## config.mk

```make
export PLATFORM = sky130hd
export DESIGN_NAME = sorted_deadline_timer_queue
export DESIGN_NICKNAME = d
export VERILOG_FILES = /design/src/sdtq_pkg.sv /design/src/sdtq_cell.sv /design/src/sorted_deadline_timer_queue.sv
export SDC_FILE = /design/constraint.sdc
export NUM_CORES = 2
export LEC_CHECK = 0
export BUFFER_PORTS_ARGS = -buffer_cell sky130_fd_sc_hd__buf_4
export CORE_ASPECT_RATIO = 1.25
export CORE_MARGIN = 2
export CORE_UTILIZATION = 25
export CTS_CLUSTER_SIZE = 28
export DETAILED_ROUTE_END_ITERATION = 10
export PLACE_DENSITY_LB_ADDON = 0.15
export SLEW_MARGIN = 40
export SYNTH_ARGS = -nofsm -noshare
export SYNTH_HDL_FRONTEND = slang
export SYNTH_SLANG_ARGS = --single-unit
export TNS_END_PERCENT = 1
```

## constraint.sdc

```tcl
create_clock -name clk -period 8.8 [get_ports clk]
set_clock_uncertainty 0.15 [all_clocks]
set_input_delay 1.76 -clock clk [delete_from_list [all_inputs] [get_ports clk]]
set_output_delay 1.76 -clock clk [all_outputs]
set_load 0.01 [all_outputs]
```

## src/sdtq_pkg.sv

```systemverilog
`default_nettype none

package sdtq_pkg;

    // Number of alarm slots in the cell chain.
    localparam int DEPTH = 16;
    // Most expired alarms reported for one tick.
    localparam int MAX_RESULTS = 16;
    localparam int EXP_CNT_W = $clog2(MAX_RESULTS + 1);

    localparam int TICK_W = 32;
    localparam int DELAY_W = 16;
    localparam int TAG_W = 16;

    typedef enum logic
    {
        CMD_INSERT = 1'b0,
        CMD_TICK   = 1'b1
    } cmd_t;

    typedef enum logic [1:0]
    {
        KIND_ACCEPTED = 2'd0,
        KIND_REJECTED = 2'd1,
        KIND_EXPIRED  = 2'd2
    } kind_t;

    typedef enum logic [1:0]
    {
        CELL_HOLD   = 2'd0,
        CELL_INSERT = 2'd1,
        CELL_POP    = 2'd2
    } cell_op_t;

    typedef enum logic
    {
        ST_IDLE  = 1'b0,
        ST_DRAIN = 1'b1
    } state_t;

    typedef struct packed
    {
        logic               valid;
        logic [TICK_W-1:0]  deadline;
        logic [DELAY_W-1:0] delay;
        logic [TAG_W-1:0]   tag;
    } entry_t;

    // Command broadcast to every cell of the chain.
    typedef struct packed
    {
        cell_op_t           op;
        logic [TICK_W-1:0]  deadline;
        logic [DELAY_W-1:0] delay;
        logic [TAG_W-1:0]   tag;
    } cell_ctrl_t;

    // True when deadline a is equal to or later than deadline b, wrap-aware.
    function automatic logic at_or_after(input logic [TICK_W-1:0] a,
                                         input logic [TICK_W-1:0] b);
        logic [TICK_W-1:0] diff;
        diff = a - b;
        return ~diff[TICK_W-1];
    endfunction

    // True when the deadline has been reached or passed at time now.
    function automatic logic has_passed(input logic [TICK_W-1:0] deadline,
                                        input logic [TICK_W-1:0] now);
        logic [TICK_W-1:0] diff;
        diff = deadline - now;
        return (diff == '0) || diff[TICK_W-1];
    endfunction

endpackage

`default_nettype wire

```

## src/sdtq_cell.sv

```systemverilog
`default_nettype none

// One slot of the sorted chain. On an insert the slot keeps its entry, takes
// the new alarm, or takes its left neighbor's entry, depending on whether the
// insert point lies to its right, here, or to its left. On a pop it takes its
// right neighbor's entry.
module sdtq_cell
(
    input  wire                       clk,
    input  wire                       rst_n,
    input  wire sdtq_pkg::cell_ctrl_t ctrl,
    input  wire sdtq_pkg::entry_t     left_entry,
    input  wire sdtq_pkg::entry_t     right_entry,
    input  wire                       found_in,
    output logic                      found_out,
    output sdtq_pkg::entry_t          entry
);

    sdtq_pkg::entry_t entry_reg;
    sdtq_pkg::entry_t entry_next;
    logic             goes_here;

    // The new alarm belongs at the first free slot or ahead of the first
    // entry whose deadline is equal or later.
    assign goes_here = !entry_reg.valid
                       || sdtq_pkg::at_or_after(entry_reg.deadline, ctrl.deadline);
    assign found_out = found_in || goes_here;
    assign entry     = entry_reg;

    always_comb
    begin
        entry_next = entry_reg;
        unique case (ctrl.op)
            sdtq_pkg::CELL_INSERT:
            begin
                if (found_in)
                begin
                    entry_next = left_entry;
                end
                else if (goes_here)
                begin
                    entry_next.valid    = 1'b1;
                    entry_next.deadline = ctrl.deadline;
                    entry_next.delay    = ctrl.delay;
                    entry_next.tag      = ctrl.tag;
                end
            end
            sdtq_pkg::CELL_POP:
            begin
                entry_next = right_entry;
            end
            default:
            begin
                entry_next = entry_reg;
            end
        endcase
    end

    always_ff @(posedge clk or negedge rst_n)
    begin
        if (!rst_n)
        begin
            entry_reg <= '0;
        end
        else
        begin
            entry_reg <= entry_next;
        end
    end

endmodule

`default_nettype wire

```

## src/sorted_deadline_timer_queue.sv

```systemverilog
`default_nettype none

// Sorted deadline timer queue. Holds up to sdtq_pkg::DEPTH pending alarms in
// a chain of cells kept in deadline order, the earliest at the head. An insert
// transfer (s_tuser = 0) stores the alarm with deadline = tick count + delay
// ahead of the first alarm whose deadline is equal or later, so equal
// deadlines leave newest first, and answers with one result: kind 0 when
// stored, kind 1 when the queue is full (the queue is then unchanged). A tick
// transfer (s_tuser = 1) advances the 32-bit tick count, which wraps, and then
// reports every alarm at the head whose deadline has been reached, oldest
// deadline first, as kind 2 results carrying the alarm's delay and tag, with
// m_tlast on the final one; at most sdtq_pkg::MAX_RESULTS are reported per
// tick and any others stay queued for the next tick. A tick that expires
// nothing gives no result. Deadline comparisons are wrap-aware (difference
// taken modulo 2^32). On an insert every cell decides its own move in
// parallel. A tick first advances the count and then pops the head cell once
// per cycle while the output register is free, the whole chain shifting by
// one on each pop, until the head holds no alarm left to report. The result
// sits in an output register, so a stalled m_tready holds the block only
// while that register is occupied. After reset the queue is empty and the
// tick count is zero.
module sorted_deadline_timer_queue
(
    input  wire         clk,
    input  wire         rst_n,
    input  wire         s_tvalid,
    output logic        s_tready,
    input  wire  [31:0] s_tdata,  // [15:0] delay_seconds, [31:16] tag
    input  wire  [0:0]  s_tuser,  // [0] cmd
    output logic        m_tvalid,
    input  wire         m_tready,
    output logic [31:0] m_tdata,  // [15:0] delay_seconds_out, [31:16] tag_out
    output logic [1:0]  m_tuser,  // [1:0] kind
    output logic        m_tlast   // last
);

    localparam logic [sdtq_pkg::DEPTH-1:0] VEC_ONE = {{(sdtq_pkg::DEPTH-1){1'b0}}, 1'b1};

    // Input payload.
    logic [sdtq_pkg::DELAY_W-1:0] in_delay;
    logic [sdtq_pkg::TAG_W-1:0]   in_tag;
    sdtq_pkg::cmd_t               in_cmd;

    assign in_delay = s_tdata[15:0];
    assign in_tag   = s_tdata[31:16];
    assign in_cmd   = sdtq_pkg::cmd_t'(s_tuser[0]);

    // Control state.
    sdtq_pkg::state_t                state_reg, state_next;
    logic [sdtq_pkg::TICK_W-1:0]     tick_reg, tick_next;
    logic [sdtq_pkg::EXP_CNT_W-1:0]  exp_cnt_reg, exp_cnt_next;

    // Output register.
    logic                         m_tvalid_reg, m_tvalid_next;
    sdtq_pkg::kind_t              out_kind_reg, out_kind_next;
    logic [sdtq_pkg::DELAY_W-1:0] out_delay_reg, out_delay_next;
    logic [sdtq_pkg::TAG_W-1:0]   out_tag_reg, out_tag_next;
    logic                         out_last_reg, out_last_next;

    // Cell chain.
    sdtq_pkg::cell_ctrl_t  cell_ctrl;
    sdtq_pkg::entry_t      cell_entry [sdtq_pkg::DEPTH];
    logic [sdtq_pkg::DEPTH:0]   found_chain;
    logic [sdtq_pkg::DEPTH-1:0] valid_vec;

    // Decoded conditions.
    logic out_free;
    logic accept;
    logic queue_full;
    logic head_expired;
    logic next_expired;
    logic load_out;
    logic [sdtq_pkg::EXP_CNT_W-1:0] exp_cnt_inc;

    assign out_free    = !m_tvalid_reg || m_tready;
    assign accept      = s_tvalid && s_tready;
    assign queue_full  = cell_entry[sdtq_pkg::DEPTH-1].valid;
    assign exp_cnt_inc = exp_cnt_reg + 1'b1;

    assign head_expired = cell_entry[0].valid
                          && sdtq_pkg::has_passed(cell_entry[0].deadline, tick_reg)
                          && (exp_cnt_reg < sdtq_pkg::EXP_CNT_W'(sdtq_pkg::MAX_RESULTS));
    assign next_expired = cell_entry[1].valid
                          && sdtq_pkg::has_passed(cell_entry[1].deadline, tick_reg)
                          && (exp_cnt_inc < sdtq_pkg::EXP_CNT_W'(sdtq_pkg::MAX_RESULTS));

    // The chain: each cell sees its neighbors and passes the insert-point
    // flag to the right.
    assign found_chain[0] = 1'b0;

    genvar gi;
    generate
        for (gi = 0; gi < sdtq_pkg::DEPTH; gi++)
        begin : g_cell
            sdtq_pkg::entry_t left_e;
            sdtq_pkg::entry_t right_e;

            if (gi == 0)
            begin : g_first
                assign left_e = '0;
            end
            else
            begin : g_mid_l
                assign left_e = cell_entry[gi-1];
            end

            if (gi == sdtq_pkg::DEPTH - 1)
            begin : g_last
                assign right_e = '0;
            end
            else
            begin : g_mid_r
                assign right_e = cell_entry[gi+1];
            end

            sdtq_cell u_cell
            (
                .clk         (clk),
                .rst_n       (rst_n),
                .ctrl        (cell_ctrl),
                .left_entry  (left_e),
                .right_entry (right_e),
                .found_in    (found_chain[gi]),
                .found_out   (found_chain[gi+1]),
                .entry       (cell_entry[gi])
            );

            assign valid_vec[gi] = cell_entry[gi].valid;
        end
    endgenerate

    // Next state.
    always_comb
    begin
        state_next = state_reg;
        unique case (state_reg)
            sdtq_pkg::ST_IDLE:
            begin
                if (accept && (in_cmd == sdtq_pkg::CMD_TICK))
                begin
                    state_next = sdtq_pkg::ST_DRAIN;
                end
            end
            sdtq_pkg::ST_DRAIN:
            begin
                if (!head_expired)
                begin
                    state_next = sdtq_pkg::ST_IDLE;
                end
                else if (out_free && !next_expired)
                begin
                    state_next = sdtq_pkg::ST_IDLE;
                end
            end
            default:
            begin
                state_next = sdtq_pkg::ST_IDLE;
            end
        endcase
    end

    // Outputs of the state machine: handshake, chain command, result load.
    always_comb
    begin
        s_tready           = 1'b0;
        load_out           = 1'b0;
        cell_ctrl.op       = sdtq_pkg::CELL_HOLD;
        cell_ctrl.deadline = tick_reg + {{(sdtq_pkg::TICK_W-sdtq_pkg::DELAY_W){1'b0}}, in_delay};
        cell_ctrl.delay    = in_delay;
        cell_ctrl.tag      = in_tag;
        out_kind_next      = out_kind_reg;
        out_delay_next     = out_delay_reg;
        out_tag_next       = out_tag_reg;
        out_last_next      = out_last_reg;
        tick_next          = tick_reg;
        exp_cnt_next       = exp_cnt_reg;
        unique case (state_reg)
            sdtq_pkg::ST_IDLE:
            begin
                s_tready = out_free;
                if (accept)
                begin
                    if (in_cmd == sdtq_pkg::CMD_INSERT)
                    begin
                        load_out       = 1'b1;
                        out_delay_next = in_delay;
                        out_tag_next   = in_tag;
                        out_last_next  = 1'b1;
                        if (queue_full)
                        begin
                            out_kind_next = sdtq_pkg::KIND_REJECTED;
                        end
                        else
                        begin
                            out_kind_next = sdtq_pkg::KIND_ACCEPTED;
                            cell_ctrl.op  = sdtq_pkg::CELL_INSERT;
                        end
                    end
                    else
                    begin
                        tick_next    = tick_reg + 1'b1;
                        exp_cnt_next = '0;
                    end
                end
            end
            sdtq_pkg::ST_DRAIN:
            begin
                if (head_expired && out_free)
                begin
                    load_out       = 1'b1;
                    cell_ctrl.op   = sdtq_pkg::CELL_POP;
                    out_kind_next  = sdtq_pkg::KIND_EXPIRED;
                    out_delay_next = cell_entry[0].delay;
                    out_tag_next   = cell_entry[0].tag;
                    out_last_next  = !next_expired;
                    exp_cnt_next   = exp_cnt_inc;
                end
            end
            default:
            begin
                s_tready = 1'b0;
            end
        endcase
    end

    always_comb
    begin
        if (load_out)
        begin
            m_tvalid_next = 1'b1;
        end
        else if (m_tready)
        begin
            m_tvalid_next = 1'b0;
        end
        else
        begin
            m_tvalid_next = m_tvalid_reg;
        end
    end

    always_ff @(posedge clk or negedge rst_n)
    begin
        if (!rst_n)
        begin
            state_reg    <= sdtq_pkg::ST_IDLE;
            tick_reg     <= '0;
            exp_cnt_reg  <= '0;
            m_tvalid_reg <= 1'b0;
        end
        else
        begin
            state_reg    <= state_next;
            tick_reg     <= tick_next;
            exp_cnt_reg  <= exp_cnt_next;
            m_tvalid_reg <= m_tvalid_next;
        end
    end

    always_ff @(posedge clk)
    begin
        out_kind_reg  <= out_kind_next;
        out_delay_reg <= out_delay_next;
        out_tag_reg   <= out_tag_next;
        out_last_reg  <= out_last_next;
    end

    assign m_tvalid = m_tvalid_reg;
    assign m_tdata  = {out_tag_reg, out_delay_reg};
    assign m_tuser  = out_kind_reg;
    assign m_tlast  = out_last_reg;

    // The stored alarms always fill the chain from the head without gaps.
    a_valid_packed: assert property (@(posedge clk) disable iff (!rst_n)
        (valid_vec & (valid_vec + VEC_ONE)) == '0)
        else $error("cell chain holds a gap");

    // A stored insert adds exactly one alarm to the chain.
    a_insert_grows: assert property (@(posedge clk) disable iff (!rst_n)
        (cell_ctrl.op == sdtq_pkg::CELL_INSERT)
        |=> $countones(valid_vec) == $past($countones(valid_vec)) + 1)
        else $error("insert did not add one alarm");

    // Only a stored alarm is ever popped from the head.
    a_pop_valid: assert property (@(posedge clk) disable iff (!rst_n)
        (cell_ctrl.op == sdtq_pkg::CELL_POP) |-> cell_entry[0].valid)
        else $error("pop from an empty chain");

    // Never more expired results for one tick than allowed.
    a_exp_bound: assert property (@(posedge clk) disable iff (!rst_n)
        exp_cnt_reg <= sdtq_pkg::EXP_CNT_W'(sdtq_pkg::MAX_RESULTS))
        else $error("too many expired results for one tick");

endmodule

`default_nettype wire
```

* Word level (Yosys, flattened, before mapping)
Index checks and enable logic that the tools add are counted.
Word-level totals: register bits after elaboration 1114, input port bits 37, output and inout port bits 37, word-level logic and storage cells 300
Cells by class: $add $sub $neg 21, $lt $le $gt $ge 2, equality and inequality tests 22, muxes and demuxes 84, bitwise operators 17, reduce and logical (&&, ||, !) cells 82
Operators by type and width (count):
- 65-bit case mux with 2 select lines | 16
- 65-bit two-way mux | 31
- 32-bit subtractor | 18
- 16-bit two-way mux | 6
- 32-bit zero test | 2
- 16-bit case mux with 2 select lines | 2
- 3-bit by 1-bit inequality test with 1-bit output, second input constant | 15
- 1-bit logical OR | 33
- 32-bit by 1-bit adder with 32-bit output, second input constant | 1
- 32-bit by 16-bit adder with 32-bit output | 1
- 2-bit AND reduction | 16
- 1-bit zero test | 18
- 1-bit NOT | 17
- 1-bit two-way mux | 16
- 5-bit two-way mux | 3
- 5-bit less-than comparator, second input constant | 2
- 5-bit case mux with 2 select lines | 1
- 3-bit AND reduction | 3
- 1-bit logical AND | 8
- 2-bit two-way mux | 4
- 2-bit case mux with 2 select lines | 2
- 2-bit inequality test, second input constant | 3
- 1-bit case mux with 2 select lines | 3
- 5-bit by 1-bit adder with 5-bit output, second input constant | 1
- other kinds (4) | 6

* Longest topological paths before layout
depth after elaboration 20, mapped depth 31, mapped depth without buffers 28

* Hierarchy
A second synthesis with hierarchy kept.
Unflattened totals: cell total of the unflattened synthesis 8496, area total of the unflattened synthesis 81013.9 um^2
Modules (own cells, without submodules):
- sdtq_cell at g_cell[10].u_cell ... | instances 15, cells each 472, area an instance 4546.9 um^2
- sorted_deadline_timer_queue | instances 1, cells each 941, area an instance 7990.2 um^2
- sdtq_cell at g_cell[0].u_cell | instances 1, cells each 475, area an instance 4820.9 um^2

* Worst setup path after synthesis
No wires, ideal clock.
path kind input-to-reg, start point input port s_tdata[0], end point register g_cell[7].u_cell.entry_reg (netlist bit g_cell[7].u_cell.entry[10]), arrival 7.897 ns, data required time 8.525 ns, slack 0.629 ns, stages 30, path buffers 3, path through ha_1 -> inv_1 -> fa_1 -> nand2b_1 -> a21oi_1 -> o21a_1 -> nand2_1 -> nand2b_1 -> a21o_1 -> a31oi_1 -> xnor2_1 -> inv_1 -> ha_1 -> a21o_1 -> a211o_1 -> a21oi_1 -> o21ai_0 -> a221o_1 -> maj3_1 -> maj3_1 -> o2111ai_1 -> a211oi_1 -> or2_2 -> nand4_2 -> buf_2 -> nor2_1 -> a31oi_1 -> buf_2 -> buf_2 -> mux2_2
On the way: longest elaborated chain between the ends 12, elaborated cells between the ends (all ways) 35
RTL lines:
- start, declared | RTL line sorted_deadline_timer_queue.sv:28 | input wire [31:0] s_tdata,
- 32-bit by 16-bit adder with 32-bit output * | RTL line sorted_deadline_timer_queue.sv:168 | cell_ctrl.deadline = tick_reg + {{(sdtq_pkg::TICK_W-sdtq_pkg::DELAY_W){1'b0}}, in_delay};
- 32-bit subtractor | RTL line sdtq_pkg.sv:62 | diff = a - b;
- 1-bit NOT | RTL line sdtq_pkg.sv:63 | return ~diff[TICK_W-1];
- 1-bit logical OR | RTL line sdtq_cell.sv:26 | || sdtq_pkg::at_or_after(entry_reg.deadline, ctrl.deadline);
- 1-bit logical OR (6 in a row) | RTL line sdtq_cell.sv:27 | assign found_out = found_in || goes_here;
- 65-bit two-way mux or 3-bit by 1-bit inequality test with 1-bit output (tied branches)
- 65-bit case mux with 2 select lines or 2-bit AND reduction (tied branches)
- end signal, assigned | RTL line sdtq_cell.sv:67 | entry_reg <= entry_next;
- end, declared | RTL line sdtq_cell.sv:19 | sdtq_pkg::entry_t entry_reg;
Mark *: on every way between the ends. The rest lies on a longest branch, timed or not. A chain may end at the register's enable or synchronous reset.

* Worst setup path after layout
start point input port s_tdata[1], end point register g_cell[11].u_cell.entry_reg (netlist bit g_cell[11].u_cell.entry[20])
On the way: longest elaborated chain between the ends 16, elaborated cells between the ends (all ways) 51
RTL lines (RTL line):
- 32-bit by 16-bit adder with 32-bit output * | sorted_deadline_timer_queue.sv:168
- 32-bit subtractor | sdtq_pkg.sv:62
- 1-bit NOT | sdtq_pkg.sv:63
- 1-bit logical OR | sdtq_cell.sv:26
- 1-bit logical OR (10 in a row) | sdtq_cell.sv:27
- 65-bit two-way mux or 3-bit by 1-bit inequality test with 1-bit output (tied branches)
- 65-bit case mux with 2 select lines or 2-bit AND reduction (tied branches)
- end signal, assigned | sdtq_cell.sv:67
- end, declared | sdtq_cell.sv:19
Marked as above.

==> results.tsv <==
stage	metric	value	unit
drt	dr.first_iter.drc_count	4439	
worst_hold_path	worstHoldStart	tick_reg[27]$_DFFE_PN0P_	
global_routing	grt_pass1_wl	454	mm
finish	mostFrequentLayoutCells	dfrtp_1, nand2_1, o21ai_0	
place	pre_cts_ws	-0.281	ns
sta	maxSlewHeadroom	35.9	%
synth	synth-seq-cells	1114	
drt	vias	66832	
critical_path	crit_path_start	s_tdata[1]	
critical_path	worstSetupStartpointType	input pin	
sta	worstMarginPinSlew	0.961	ns
run_status	status	finished clean	
worst_hold_path	min_path_type	register to register	
synth	ys_top_cells_by_area	dfrtp_1, mux2i_1, ha_1, o21ai_0, nand2_1	
sta	drv_slew	0	
finish	nets	9007	
run	cap_violations	0	
place	gp_congestion	0.865	
die	fp.dieArea	0.308	mm^2
drt	viasPerCell	5.30	
drt	first_pass_iters	5	
global_routing	grt_usage	19.0	%
pwr	ir_drop	311	uV
drt	routedWlPerCell	23.8	um
sta	min_period_over_period	93.9	%
synth	synthDistinctLibCells	105	
synth	yosys.area.top_type	dfrtp_1	
global_routing	antenna_found_initial	7	
place	dpl_cell_area	0.0844	mm^2
critical_path	cp_slowest_cell	o22ai_1	
synth	synth.yosys.seq_area_share	37.0	%
place	portBuffers	73	
drt	postRouteAntennaNets	0	
sta	setup_violations	0	
global_routing	overflow	0	
finish	layoutNonFillerInstCount	12613	
synth	yosys_warnings	0	
finish	utilization	29.6	%
die	start_util	25.1	%
clock_tree	post_cts_buffers	0	
clock_tree	h-tree-depth	4	
global_routing	grt_max_degree	204	
clock_tree	clk_pin_slew	0.06	ns
global_routing	grt_pass1_vias	69449	
clock_tree	cts.sinks	1114	
sta	rsz0062_at_grt	false	
sta	hold_violations	0	
critical_path	cp_common_cell	buf_4	
finish	design_area	0.0895	mm^2
sta	period_needed	8.26	ns
critical_path	regToRegStartpoint	tick_reg[1]$_DFFE_PN0P_	
clock_tree	clockBufferDepth	4	
synth	synth_edf_count	35	
finish	drive_gt1_share	13.7	%
die	die_x	497	um
die	core_area	0.303	mm^2
finish	final_common_cell	dfrtp_1	
clock_tree	cts_resized	0	
pwr	power_leakage	0.0392	uW
synth	ys.flop_type	dfrtp_1	
synth	synth_top_area_share	35.6	%
die	row_count	226	
critical_path	crit_type	input pin to register	
clock_tree	clock_latency	0.86	ns
finish	largest_register_ff_count	1040	
clock_tree	cts_tree	yes	
drt	wl	300	mm
synth	async_flop_share	96.9	%
drt	drc	0	
die	io-pin-count	74	
critical_path	max_stage_delay	0.56	ns
critical_path	cp-end-kind	register	
synth	netlist_area	0.0759	mm^2
finish	fillers	32054	
place	dp_hpwl	218	mm
synth	synth_fp_nets	8969	
sta	fmax	0.121	GHz
place	post-place-cells	12335	
critical_path	required	9.42	ns
clock_tree	numCtsBuffers	157	
die	die_y	620	um
synth	syn_inst	8474	
critical_path	worstPathMaxFanout	26	
critical_path	critical_path_arrival	8.88	ns
synth	synth.avg_cell_area	8.96	um^2
pwr	power_density	379	mW/mm^2
sta	setup_ws	0.541	ns
clock_tree	cts-root-buf	clkbuf_16	
finish	area_growth_syn_to_layout	18.0	%
pwr	power	33900	uW
clock_tree	cts_hold_buf	0	
[power by group]
group	total, uW	internal, uW	switching, uW
Clock	6330	3750	2580
Sequential	9620	7280	2340
Combinational	18000	7370	10600
Total	33900	18400	15500
[cells in the mapped netlist, types with 35 or more instances]
library cell  count
and3_1           72
o211ai_1        244
a22oi_1         146
a21oi_1         360
nand4_1          56
nand3_1         286
buf_1            48
inv_1           121
ha_1            455
a211oi_1        221
o2bb2ai_1        44
dfrtp_1        1079
o31ai_1          84
a21o_1          242
nor2_1          722
mux2i_1         636
mux2_2          234
xnor2_1         104
nor2b_1          42
clkbuf_1        472
nand2b_1         48
o21ai_0         771
nand2_1         772
o21a_1           51
a31oi_1         306
buf_2           159
edfxtp_1         35
nor3_1           79
and2_1          100
buf_4            57
[per-layer routing]
| layer | up-vias | share of wire [%] | GRT usage [%] |
|---|---|---|---|
| met4 | 2 | 4.6 | 8.25 |
| met5 | - | 0.0043 | 0 |
| met1 | 33774 | 41 | 22.4 |
| li1 | 31356 | - | - |
| met2 | 1207 | 51 | 35.0 |
| met3 | 493 | 2.8 | 1.74 |
[area by class of cell]
class,instances,area [um^2],share of cell area (%)
clock buffer,224,4560,5.09
tap,3990,4990,5.58
inverter,124,468,0.523
antenna,6,15.0,0.0168
clock inverter,40,367,0.409
multi-input combinational,6494,44600,49.8
sequential,1114,28100,31.3
timing repair buffer,621,6500,7.26
[final timing paths]
kind	to	slack [ns]	depth (start not counted)
setup / recovery	g_cell[11].u_cell.entry[20]$_DFFE_PN0P_	0.54	35
hold / removal	tick_reg[27]$_DFFE_PN0P_	0.32	1
setup reg to reg	g_cell[11].u_cell.entry[20]$_DFFE_PN0P_	0.99	34
hold reg to reg	tick_reg[27]$_DFFE_PN0P_	0.32	1
max in group asynchronous	g_cell[2].u_cell.entry[28]$_DFFE_PN0P_	6.07	4
min in group asynchronous	g_cell[11].u_cell.entry[57]$_DFFE_PN0P_	0.65	1
[cells by family after synthesis]
logic type | synth area share, %
AO/OA/AOI/OAI | 23.2
XOR/XNOR | 1.63
adder cells (fa/ha/maj) | 7.82
buffers and inverters | 4.86
flip-flops | 37.0
multiplexers | 11.9
AND/OR/NAND/NOR | 13.7
[critical path: cells and delay by family]
kind / cells / cell delay (ns)
AOI/OAI and AO/OA: 10 / 2.25
xor gates and xnor gates: 1 / 0.32
adders and majority gates: 3 / 1.10
buffers and inverters: 13 / 2.16
and+or+nand+nor: 8 / 1.20
[through the flow]
step	hold slack (ns)	TNS, ns
4_1_cts	0.327	0
3_5_place_dp	0.316	-91.38
3_3_place_gp	0.312	-131.22
5_1_grt	0.341	0
6_report	0.324	0
2_1_floorplan	0.273	0
(Power assumes the default switching activity.)
